===== src/rtl/cmap_pkg.sv =====
package cmap_pkg;

   localparam int DEF_MAX_WINDOW  = 63;
   localparam int DEF_SAMPLE_BITS = 16;

   localparam int WIN_W     = 6;
   localparam int GAIN_W    = 16;
   localparam int GAIN_FRAC = 12;
   localparam int CSR_IDX_W = 2;

   localparam logic [CSR_IDX_W-1:0] CSR_WINDOW_LENGTH = 2'd0;
   localparam logic [CSR_IDX_W-1:0] CSR_GAIN          = 2'd1;
   localparam logic [CSR_IDX_W-1:0] CSR_INITIAL_VALUE = 2'd2;

   localparam logic [WIN_W-1:0]  WINDOW_RESET = 6'd5;
   localparam logic [GAIN_W-1:0] GAIN_RESET   = 16'd4096;

   typedef struct packed {
      logic load;
      logic sum_run;
      logic mul;
      logic div_load;
      logic div_run;
      logic out_load;
      logic step_issue;
      logic step_acc;
      logic finish;
   } dp_cmd_type;

   typedef struct packed {
      logic sum_done;
      logic emit_ok;
      logic div_done;
      logic out_free;
      logic more;
   } dp_status_type;

endpackage


===== src/rtl/cmap_csr.sv =====
module cmap_csr import cmap_pkg::*; #(
   parameter int MAX_WINDOW  = DEF_MAX_WINDOW,
   parameter int SAMPLE_BITS = DEF_SAMPLE_BITS
) (
   input  logic                          clock,
   input  logic                          reset,
   input  logic                          csr_valid,
   output logic                          csr_ready,
   input  logic [CSR_IDX_W-1:0]          csr_index,
   input  logic [((SAMPLE_BITS > GAIN_W) ? SAMPLE_BITS : GAIN_W)-1:0] csr_data,
   output logic [WIN_W-1:0]              win_n,
   output logic [WIN_W-1:0]              win_half,
   output logic [GAIN_W-1:0]             gain,
   output logic signed [SAMPLE_BITS-1:0] init_value
);

   // largest odd window that the history can hold
   localparam int CAP = (MAX_WINDOW - 1) | 1;

   logic [WIN_W-1:0]              window_length_ff;
   logic [GAIN_W-1:0]             gain_ff;
   logic signed [SAMPLE_BITS-1:0] init_ff;
   logic [WIN_W-1:0]              odd_n;

   assign csr_ready = 1'b1;

   always_ff @(posedge clock) begin
      if (reset) begin
         window_length_ff <= WINDOW_RESET;
         gain_ff          <= GAIN_RESET;
         init_ff          <= '0;
      end else if (csr_valid) begin
         case (csr_index)
            CSR_WINDOW_LENGTH: window_length_ff <= csr_data[WIN_W-1:0];
            CSR_GAIN:          gain_ff          <= csr_data[GAIN_W-1:0];
            CSR_INITIAL_VALUE: init_ff          <= csr_data[SAMPLE_BITS-1:0];
            default: ;
         endcase
      end
   end

   // zero and even lengths both land on the next odd value
   assign odd_n = window_length_ff | WIN_W'(1);

   always_comb begin
      if (int'(odd_n) > CAP) begin
         win_n = WIN_W'(CAP);
      end else begin
         win_n = odd_n;
      end
   end

   assign win_half   = win_n >> 1;
   assign gain       = gain_ff;
   assign init_value = init_ff;

endmodule


===== src/rtl/cmap_ctrl.sv =====
module cmap_ctrl import cmap_pkg::*; (
   input  logic          clock,
   input  logic          reset,
   input  logic          req_tvalid,
   output logic          req_tready,
   input  dp_status_type status,
   output dp_cmd_type    cmd
);

   localparam logic [3:0] S_IDLE  = 4'd0;
   localparam logic [3:0] S_SUM   = 4'd1;
   localparam logic [3:0] S_CHECK = 4'd2;
   localparam logic [3:0] S_MUL   = 4'd3;
   localparam logic [3:0] S_DLOAD = 4'd4;
   localparam logic [3:0] S_DIV   = 4'd5;
   localparam logic [3:0] S_OUT   = 4'd6;
   localparam logic [3:0] S_NEXT  = 4'd7;
   localparam logic [3:0] S_STEP  = 4'd8;

   logic [3:0] state_ff;
   logic [3:0] state_in;

   always_ff @(posedge clock) begin
      if (reset) begin
         state_ff <= S_IDLE;
      end else begin
         state_ff <= state_in;
      end
   end

   always_comb begin
      state_in   = state_ff;
      cmd        = '0;
      req_tready = 1'b0;
      case (state_ff)
         S_IDLE: begin
            req_tready = 1'b1;
            if (req_tvalid) begin
               cmd.load = 1'b1;
               state_in = S_SUM;
            end
         end
         S_SUM: begin
            cmd.sum_run = 1'b1;
            if (status.sum_done) begin
               state_in = S_CHECK;
            end
         end
         S_CHECK: begin
            // windows whose centre lies before the start of the sequence give no output yet
            state_in = status.emit_ok ? S_MUL : S_NEXT;
         end
         S_MUL: begin
            cmd.mul  = 1'b1;
            state_in = S_DLOAD;
         end
         S_DLOAD: begin
            cmd.div_load = 1'b1;
            state_in     = S_DIV;
         end
         S_DIV: begin
            if (status.div_done) begin
               state_in = S_OUT;
            end else begin
               cmd.div_run = 1'b1;
            end
         end
         S_OUT: begin
            if (status.out_free) begin
               cmd.out_load = 1'b1;
               state_in     = S_NEXT;
            end
         end
         S_NEXT: begin
            if (status.more) begin
               cmd.step_issue = 1'b1;
               state_in       = S_STEP;
            end else begin
               cmd.finish = 1'b1;
               state_in   = S_IDLE;
            end
         end
         S_STEP: begin
            cmd.step_acc = 1'b1;
            state_in     = S_CHECK;
         end
         default: begin
            state_in = S_IDLE;
         end
      endcase
   end

endmodule


===== src/rtl/cmap_dp.sv =====
module cmap_dp import cmap_pkg::*; #(
   parameter int MAX_WINDOW  = DEF_MAX_WINDOW,
   parameter int SAMPLE_BITS = DEF_SAMPLE_BITS
) (
   input  logic                          clock,
   input  logic                          reset,
   input  dp_cmd_type                    cmd,
   output dp_status_type                 status,
   input  logic signed [SAMPLE_BITS-1:0] req_sample,
   input  logic                          req_last,
   input  logic [WIN_W-1:0]              win_n,
   input  logic [WIN_W-1:0]              win_half,
   input  logic [GAIN_W-1:0]             gain,
   input  logic signed [SAMPLE_BITS-1:0] init_value,
   output logic                          rsp_tvalid,
   input  logic                          rsp_tready,
   output logic signed [SAMPLE_BITS-1:0] rsp_smoothed,
   output logic                          rsp_last
);

   localparam int DEPTH  = MAX_WINDOW + 1;
   localparam int AW     = $clog2(DEPTH);
   localparam int SW     = $clog2(DEPTH + 1);
   localparam int SUM_W  = SAMPLE_BITS + $clog2(MAX_WINDOW + 1);
   localparam int PROD_W = SUM_W + GAIN_W + 1;
   localparam int DIV_W  = PROD_W - GAIN_FRAC;
   localparam int CW     = $clog2(DIV_W + 1);

   localparam logic [DIV_W-1:0] POS_LIM = DIV_W'((64'd1 << (SAMPLE_BITS - 1)) - 64'd1);
   localparam logic [DIV_W-1:0] NEG_LIM = DIV_W'(64'd1 << (SAMPLE_BITS - 1));
   localparam logic [SAMPLE_BITS-1:0] POS_MAX = {1'b0, {(SAMPLE_BITS - 1){1'b1}}};
   localparam logic [SAMPLE_BITS-1:0] NEG_MIN = {1'b1, {(SAMPLE_BITS - 1){1'b0}}};

   // history ring, newest entry at wp_ff
   logic signed [SAMPLE_BITS-1:0] mem [DEPTH];

   logic [AW-1:0]                 wp_ff;
   logic [AW-1:0]                 wp_next;
   logic [SW-1:0]                 seen_ff;
   logic                          end_ff;
   logic [WIN_W-1:0]              d_ff;
   logic [WIN_W-1:0]              p_ff;
   logic signed [SAMPLE_BITS-1:0] last_ff;
   logic signed [SAMPLE_BITS-1:0] rd_data_ff;
   logic                          rd_sel_ff;
   logic                          rd_vld_ff;
   logic signed [SUM_W-1:0]       acc_ff;
   logic signed [PROD_W-1:0]      prod_ff;
   logic                          neg_ff;
   logic [DIV_W-1:0]              quo_ff;
   logic [WIN_W-1:0]              rem_ff;
   logic [CW-1:0]                 cnt_ff;
   logic                          rsp_valid_ff;
   logic signed [SAMPLE_BITS-1:0] rsp_smoothed_ff;
   logic                          rsp_last_ff;

   logic [WIN_W-1:0]              rd_d;
   int                            rd_pos;
   logic [AW-1:0]                 rd_addr;
   logic                          rd_hit;
   logic                          issue;
   logic signed [SAMPLE_BITS-1:0] term;
   logic signed [SUM_W-1:0]       term_ext;
   logic signed [SUM_W-1:0]       last_ext;
   logic [PROD_W-1:0]             mag;
   logic [WIN_W:0]                r2;
   logic [WIN_W:0]                r2_diff;
   logic                          q_bit;
   logic [WIN_W-1:0]              rem_next;
   logic [DIV_W-1:0]              quo_neg;
   logic [SAMPLE_BITS-1:0]        sat;

   assign wp_next = (int'(wp_ff) == DEPTH - 1) ? '0 : wp_ff + AW'(1);

   // distance back from the newest sample: window walk or the term leaving on a flush step
   always_comb begin
      if (cmd.sum_run) begin
         rd_d = d_ff;
      end else begin
         rd_d = win_n - p_ff - WIN_W'(1);
      end
      rd_pos = int'(wp_ff) + DEPTH - int'(rd_d);
      if (rd_pos >= DEPTH) begin
         rd_pos = rd_pos - DEPTH;
      end
      rd_addr = AW'(rd_pos);
   end

   assign rd_hit = int'(rd_d) < int'(seen_ff);
   assign issue  = cmd.sum_run && (d_ff < win_n);

   always_ff @(posedge clock) begin
      if (cmd.load) begin
         mem[wp_next] <= req_sample;
      end
      rd_data_ff <= mem[rd_addr];
   end

   // positions before the start of the sequence read as the initial value
   assign term     = rd_sel_ff ? rd_data_ff : init_value;
   assign term_ext = {{(SUM_W - SAMPLE_BITS){term[SAMPLE_BITS-1]}}, term};
   assign last_ext = {{(SUM_W - SAMPLE_BITS){last_ff[SAMPLE_BITS-1]}}, last_ff};

   assign mag = prod_ff[PROD_W-1] ? PROD_W'(-prod_ff) : PROD_W'(prod_ff);

   // restoring division, one quotient bit per cycle
   assign r2       = {rem_ff, quo_ff[DIV_W-1]};
   assign r2_diff  = r2 - {1'b0, win_n};
   assign q_bit    = r2 >= {1'b0, win_n};
   assign rem_next = q_bit ? r2_diff[WIN_W-1:0] : r2[WIN_W-1:0];

   assign quo_neg = -quo_ff;

   always_comb begin
      if (!neg_ff) begin
         sat = (quo_ff > POS_LIM) ? POS_MAX : quo_ff[SAMPLE_BITS-1:0];
      end else begin
         sat = (quo_ff > NEG_LIM) ? NEG_MIN : quo_neg[SAMPLE_BITS-1:0];
      end
   end

   always_ff @(posedge clock) begin
      if (reset) begin
         wp_ff        <= '0;
         seen_ff      <= '0;
         end_ff       <= 1'b0;
         d_ff         <= '0;
         p_ff         <= '0;
         rd_vld_ff    <= 1'b0;
         cnt_ff       <= '0;
         rsp_valid_ff <= 1'b0;
      end else begin
         rd_vld_ff <= issue;
         if (cmd.load) begin
            wp_ff  <= wp_next;
            end_ff <= req_last;
            d_ff   <= '0;
            p_ff   <= '0;
            if (int'(seen_ff) < DEPTH) begin
               seen_ff <= seen_ff + SW'(1);
            end
         end
         if (issue) begin
            d_ff <= d_ff + WIN_W'(1);
         end
         if (cmd.step_issue) begin
            p_ff <= p_ff + WIN_W'(1);
         end
         if (cmd.finish && end_ff) begin
            seen_ff <= '0;
         end
         if (cmd.div_load) begin
            cnt_ff <= CW'(DIV_W);
         end else if (cmd.div_run) begin
            cnt_ff <= cnt_ff - CW'(1);
         end
         if (cmd.out_load) begin
            rsp_valid_ff <= 1'b1;
         end else if (rsp_tready) begin
            rsp_valid_ff <= 1'b0;
         end
      end
   end

   always_ff @(posedge clock) begin
      rd_sel_ff <= rd_hit;
      if (cmd.load) begin
         last_ff <= req_sample;
         acc_ff  <= '0;
      end else if (rd_vld_ff) begin
         acc_ff <= acc_ff + term_ext;
      end else if (cmd.step_acc) begin
         // window slides past the end: last sample in, oldest term out
         acc_ff <= acc_ff + last_ext - term_ext;
      end
      if (cmd.mul) begin
         prod_ff <= $signed({1'b0, gain}) * acc_ff;
      end
      if (cmd.div_load) begin
         neg_ff <= prod_ff[PROD_W-1];
         quo_ff <= mag[PROD_W-1:GAIN_FRAC];
         rem_ff <= '0;
      end else if (cmd.div_run) begin
         rem_ff <= rem_next;
         quo_ff <= {quo_ff[DIV_W-2:0], q_bit};
      end
      if (cmd.out_load) begin
         rsp_smoothed_ff <= sat;
         rsp_last_ff     <= end_ff && (p_ff == win_half);
      end
   end

   assign status.sum_done = (d_ff == win_n) && !rd_vld_ff;
   assign status.emit_ok  = (int'(p_ff) + int'(seen_ff)) >= (int'(win_half) + 1);
   assign status.div_done = cnt_ff == '0;
   assign status.out_free = !rsp_valid_ff || rsp_tready;
   assign status.more     = end_ff && (p_ff < win_half);

   assign rsp_tvalid   = rsp_valid_ff;
   assign rsp_smoothed = rsp_smoothed_ff;
   assign rsp_last     = rsp_last_ff;

endmodule


===== src/rtl/centered_moving_average_padded_core.sv =====
// one request at a time; the window sum walks the history ram, one entry a cycle
// a request with no result only loads the sample and sums the window; a request with a result
// also multiplies by the gain and runs the divider for D = DIV_W quotient steps (27 by default)
// each extra result flushed by a last request takes a flush step, the multiply and the divide
// synchronous reset returns config to defaults and clears control; history ram is not cleared
module centered_moving_average_padded_core import cmap_pkg::*; #(
   parameter int MAX_WINDOW  = DEF_MAX_WINDOW,
   parameter int SAMPLE_BITS = DEF_SAMPLE_BITS
) (
   input  logic                                   clock,
   input  logic                                   reset,
   input  logic                                   req_tvalid,
   output logic                                   req_tready,
   input  logic [((SAMPLE_BITS + 7) / 8) * 8-1:0] req_tdata,  // sample
   input  logic                                   req_tlast,  // end_of_sequence
   output logic                                   rsp_tvalid,
   input  logic                                   rsp_tready,
   output logic [((SAMPLE_BITS + 7) / 8) * 8-1:0] rsp_tdata,  // smoothed
   output logic                                   rsp_tlast,  // last_output
   input  logic                                   csr_valid,
   output logic                                   csr_ready,
   input  logic [CSR_IDX_W-1:0]                   csr_index,
   input  logic [((SAMPLE_BITS > GAIN_W) ? SAMPLE_BITS : GAIN_W)-1:0] csr_data
);

   localparam int TDATA_W = ((SAMPLE_BITS + 7) / 8) * 8;

   dp_cmd_type                    dp_cmd;
   dp_status_type                 dp_status;
   logic [WIN_W-1:0]              win_n;
   logic [WIN_W-1:0]              win_half;
   logic [GAIN_W-1:0]             gain;
   logic signed [SAMPLE_BITS-1:0] init_value;
   logic signed [SAMPLE_BITS-1:0] rsp_smoothed;

   cmap_csr #(
      .MAX_WINDOW  (MAX_WINDOW),
      .SAMPLE_BITS (SAMPLE_BITS)
   ) u_csr (
      .clock      (clock),
      .reset      (reset),
      .csr_valid  (csr_valid),
      .csr_ready  (csr_ready),
      .csr_index  (csr_index),
      .csr_data   (csr_data),
      .win_n      (win_n),
      .win_half   (win_half),
      .gain       (gain),
      .init_value (init_value)
   );

   cmap_ctrl u_ctrl (
      .clock      (clock),
      .reset      (reset),
      .req_tvalid (req_tvalid),
      .req_tready (req_tready),
      .status     (dp_status),
      .cmd        (dp_cmd)
   );

   cmap_dp #(
      .MAX_WINDOW  (MAX_WINDOW),
      .SAMPLE_BITS (SAMPLE_BITS)
   ) u_dp (
      .clock        (clock),
      .reset        (reset),
      .cmd          (dp_cmd),
      .status       (dp_status),
      .req_sample   (req_tdata[SAMPLE_BITS-1:0]),
      .req_last     (req_tlast),
      .win_n        (win_n),
      .win_half     (win_half),
      .gain         (gain),
      .init_value   (init_value),
      .rsp_tvalid   (rsp_tvalid),
      .rsp_tready   (rsp_tready),
      .rsp_smoothed (rsp_smoothed),
      .rsp_last     (rsp_tlast)
   );

   assign rsp_tdata = TDATA_W'($unsigned(rsp_smoothed));

   // one datapath command at a time
   assert property (@(posedge clock) disable iff (reset) $onehot0(dp_cmd))
      else $error("datapath commands overlap");

   // a result is loaded only when the output register can take it
   assert property (@(posedge clock) disable iff (reset) dp_cmd.out_load |-> dp_status.out_free)
      else $error("result loaded over a pending result");

   // after a request is taken the block is busy with it
   assert property (@(posedge clock) disable iff (reset)
      (req_tvalid && req_tready) |=> !req_tready)
      else $error("request taken while the previous one is in work");

endmodule

===== config.mk =====
export PLATFORM = sky130hd
export DESIGN_NAME = centered_moving_average_padded_core
export DESIGN_NICKNAME = d
export VERILOG_FILES = /design/src/rtl/cmap_pkg.sv /design/src/rtl/cmap_csr.sv /design/src/rtl/cmap_ctrl.sv /design/src/rtl/cmap_dp.sv /design/src/rtl/centered_moving_average_padded_core.sv
export SDC_FILE = /design/constraint.sdc
export NUM_CORES = 2
export LEC_CHECK = 0
export BUFFER_PORTS_ARGS = -buffer_cell sky130_fd_sc_hd__clkbuf_2
export CAP_MARGIN = 25
export CORE_AREA = 4 4 382 535
export DETAILED_ROUTE_END_ITERATION = 10
export DIE_AREA = 0 0 386 539
export GPL_TIMING_DRIVEN = 0
export PLACE_DENSITY = 0.45
export SLEW_MARGIN = 25
export SYNTH_ARGS = -nofsm -noshare
export SYNTH_HDL_FRONTEND = slang
export SYNTH_SLANG_ARGS = --single-unit
export TNS_END_PERCENT = 5

===== constraint.sdc =====
create_clock -name clock -period 10.7 [get_ports clock]
set_clock_uncertainty 0.2 [all_clocks]
set_input_delay 1.605 -clock clock [delete_from_list [all_inputs] [get_ports clock]]
set_output_delay 1.605 -clock clock [all_outputs]
set_load 0.02 [all_outputs]

==> results.json <==
{
  "critPathMostFrequentCell": "fa_1",
  "grt.total_usage_pct": 18.2,
  "cts_setup_buffers": 0,
  "seq_area_frac_synth_pct": 55.1,
  "min_period_ns": 8.59,
  "antenna_found_initial": 5,
  "grt_use_met3_pct": 2.71,
  "ioPinCount": 60,
  "rows": 194,
  "cts.reportedPaths.clkPinSlew_ns": 0.06,
  "grt_use_met2_pct": 34.0,
  "cts-buffers-inserted": 136,
  "grt.busiest_layer": "met2",
  "worstPathArrival_ns": 8.88,
  "synthCells": 4527,
  "drt-initial-drc-count": 2039,
  "final_area_mm2": 0.0749,
  "slew_violations": 0,
  "crit_required_ns": 11.00,
  "crit_path_top_delay_cell": "fa_1",
  "cts_root_buf": "clkbuf_16",
  "hold_ws_ns": 0.260,
  "dpl_cell_area_mm2": 0.0704,
  "synth_area_mm2": 0.0656,
  "rsz0062_at_grt": "false",
  "port_buffers": 57,
  "cp_cell_sequence": "clkbuf_1 > buf_1 > nand2_1 > fa_1 > inv_1 > fa_1 > fa_1 > fa_1 > fa_1 > inv_1 > fa_1 > inv_1 > ha_1 > clkbuf_1 > nand4_1 > nand2b_1 > a211oi_1 > o211ai_1 > a21boi_0 > o31a_1 > nor2_1 > xnor2_1",
  "p_leak_nw": 27.6,
  "relSlewSlack_pct": 23.9,
  "viasPerCell": 4.95,
  "dieArea_mm2": 0.208,
  "die_x_um": 386,
  "finalPower_mw": 18.9,
  "ant_nets": 0,
  "synth_fp_nets": 5153,
  "fmax_ghz": 0.116,
  "grt.overflow.total": 0,
  "worst_slew_pin_slew_ns": 1.13,
  "clkLatencyLatePin_ns": 0.78,
  "cts_tree": "yes",
  "cts_sinks": 1243,
  "clk_path_buf_depth": 3,
  "place_congestion": 0.864,
  "setup_viol": 0,
  "grt_max_degree": 66,
  "wl_per_cell_um": 25.1,
  "drive_gt1_share_pct": 15.4,
  "cp-start-kind": "register",
  "crit_type": "reg2reg",
  "drt_first_pass_iters": 7,
  "synth-main-ff-cell": "edfxtp_1",
  "start_util_pct": 32.9,
  "synth.distinct_cells": 77,
  "hold_viol_final": 0,
  "pre_cts_slack_ns": 1.94,
  "synth_area_per_cell_um2": 14.5,
  "outcome": "completed",
  "cts_resized": 0,
  "hold_buffers": 0,
  "peakVddDrop_mv": 0.173,
  "power_density_mw_per_mm2": 252,
  "yosys_warnings": 0,
  "h-tree-depth": 4,
  "fin_setup_tns_ns": 0,
  "fp.dieH_um": 539,
  "grt_pass1_vias": 39773,
  "drv_cap": 0,
  "setup_slack_ns": 2.11,
  "synth_edf_count": 1124,
  "crit_path_end_kind": "register",
  "ys_async_sr_fraction_pct": 0,
  "critPathMaxFanout": 10,
  "dp_hpwl_mm": 141,
  "drt-total-wl_mm": 189,
  "hold_path.class": "reg2reg",
  "core_mm2": 0.199,
  "ys_ff_latch": 1243,
  "area_growth_pct": 14.3,
  "ys_top_cells_by_area": "edfxtp_1 (51%), fa_1 (11%), mux4_2 (11%)",
  "n_fill_cell": 18944,
  "vias": 37208,
  "grt_pass1_wl_mm": 275,
  "cpPeakStageDelay_ns": 0.90,
  "use_met1_pct": 20.6,
  "synth_top_cell_by_area": "edfxtp_1",
  "drc": 0,
  "finish.net_count": 5401,
  "timing.final.crit_share_pct": 80.3,
  "yosysTopAreaCellShare_pct": 51.5
}
-- per-stage QoR --
stage,instances,util [%]
5_1_grt,7521,37.6
4_1_cts,7518,37.6
3_3_place_gp,7230,34.7
3_5_place_dp,7281,35.3
2_1_floorplan,4527,-
6_report,7523,37.6
-- area by class of cell --
class	count	area (um^2)	area share (%)
Timing Repair Buffer	110	1070	1.43
Antenna cell	3	7.51	0.0100
Sequential cell	1243	36100	48.2
Clock inverter	78	928	1.24
Tap cell	2646	3310	4.42
Clock buffer	159	3540	4.73
Multi-Input combinational cell	2491	26900	35.9
Inverter	595	2230	2.98
Buffer	198	774	1.03
-- placed cells by master, fill, tap and decap left out, drive strengths merged, types with 37 or more instances in the layout --
| cell type | synthesis | layout |
|---|---|---|
| edfxtp | 1124 | 1124 |
| inv | 594 | 605 |
| nand2 | 399 | 399 |
| clkbuf | 174 | 395 |
| fa | 375 | 375 |
| mux4 | 320 | 320 |
| ha | 211 | 211 |
| nor2 | 182 | 182 |
| and2 | 148 | 148 |
| a21oi | 142 | 142 |
| dfxtp | 119 | 119 |
| o21ai | 103 | 103 |
| xnor2 | 80 | 80 |
| buf | 24 | 72 |
| mux2i | 66 | 66 |
| xor2 | 58 | 58 |
| clkinv | 1 | 53 |
| nand3 | 37 | 37 |
-- synthesized netlist by cell type (all sizes together), types with 5 or more instances --
cell type,instances
nor4,14
or2,5
clkbuf,174
nor3b,7
and3,12
nor2b,21
a21oi,142
nand2b,20
xor2,58
buf,24
nand4b,5
mux2i,66
o21ai,103
dfxtp,119
nand3,37
xnor2,80
fa,375
o21a,24
nand3b,10
o311ai,8
or3,22
mux4,320
a22oi,7
a21o,34
o31ai,11
and2,148
inv,594
o211ai,7
nand4,14
mux2,5
o21bai,17
nand2,399
ha,211
a211oi,35
a31oi,15
edfxtp,1124
nor3,24
nor2,182
-- flip-flops by register name (all words and copies together) (netlist names), 7 cells and up --
name and count:
u_dp.mem 1024, u_dp.prod_ff 39, u_dp.quo_ff 27, u_dp.acc_ff 22, u_csr.gain 16, u_csr.init_value 16
u_dp.last_ff 16, u_dp.rd_data_ff 16, u_dp.rsp_smoothed 16, u_dp.seen_ff 7
-- logic make-up (layout without fill, tap and decap cells) --
group	after synthesis	count (layout)	share of synthesized area (%)
XOR/XNOR	138	138	1.84
AO/OA/AOI/OAI	446	446	4.28
buffers and inverters	793	1140	4.55
adder cells (fa/ha/maj)	586	586	15.5
AND/OR/NAND/NOR	929	929	6.67
flip-flops	1243	1243	55.1
other	1	4	0.00572
multiplexers	391	391	12.1
-- worst max-delay path: cells and delay by family, from the launching register on --
family                     cells  cell delay (ns)
adders and majority gates      7             3.94
buffers and inverters          6             1.56
and+or+nand+nor                4             0.82
DFF                            1             0.30
xor gates and xnor gates       1             0.12
AOI/OAI and AO/OA              4             1.34
-- worst paths after layout --
| path | start | endpoint | slack, ns | depth (start not counted) |
|---|---|---|---|---|
| max | u_dp.acc_ff[21] | u_dp.prod_ff[38] | 2.11 | 22 |
| min | u_csr.init_value[11] | u_csr.init_value[11] | 0.26 | 2 |
| max reg2reg | u_dp.acc_ff[21] | u_dp.prod_ff[38] | 2.11 | 22 |
| min reg2reg | u_csr.init_value[11] | u_csr.init_value[11] | 0.26 | 2 |
-- power breakdown --
part           internal [mW]  total (mW)  switching (mW)
Clock                   2.72        4.76            2.04
Combinational           3.36        8.34            4.98
Sequential              5.55        5.76           0.209
Total                   11.6        18.9            7.23
-- routing by layer --
metal  vias to the layer above  part of all wire [%]
li1                      16673                     -
met1                     19473                    37
met2                       780                    54
met3                       280                   3.6
met4                         2                   4.5
met5                         -                0.0080
Note: power is estimated with default switching activity, not from simulation.
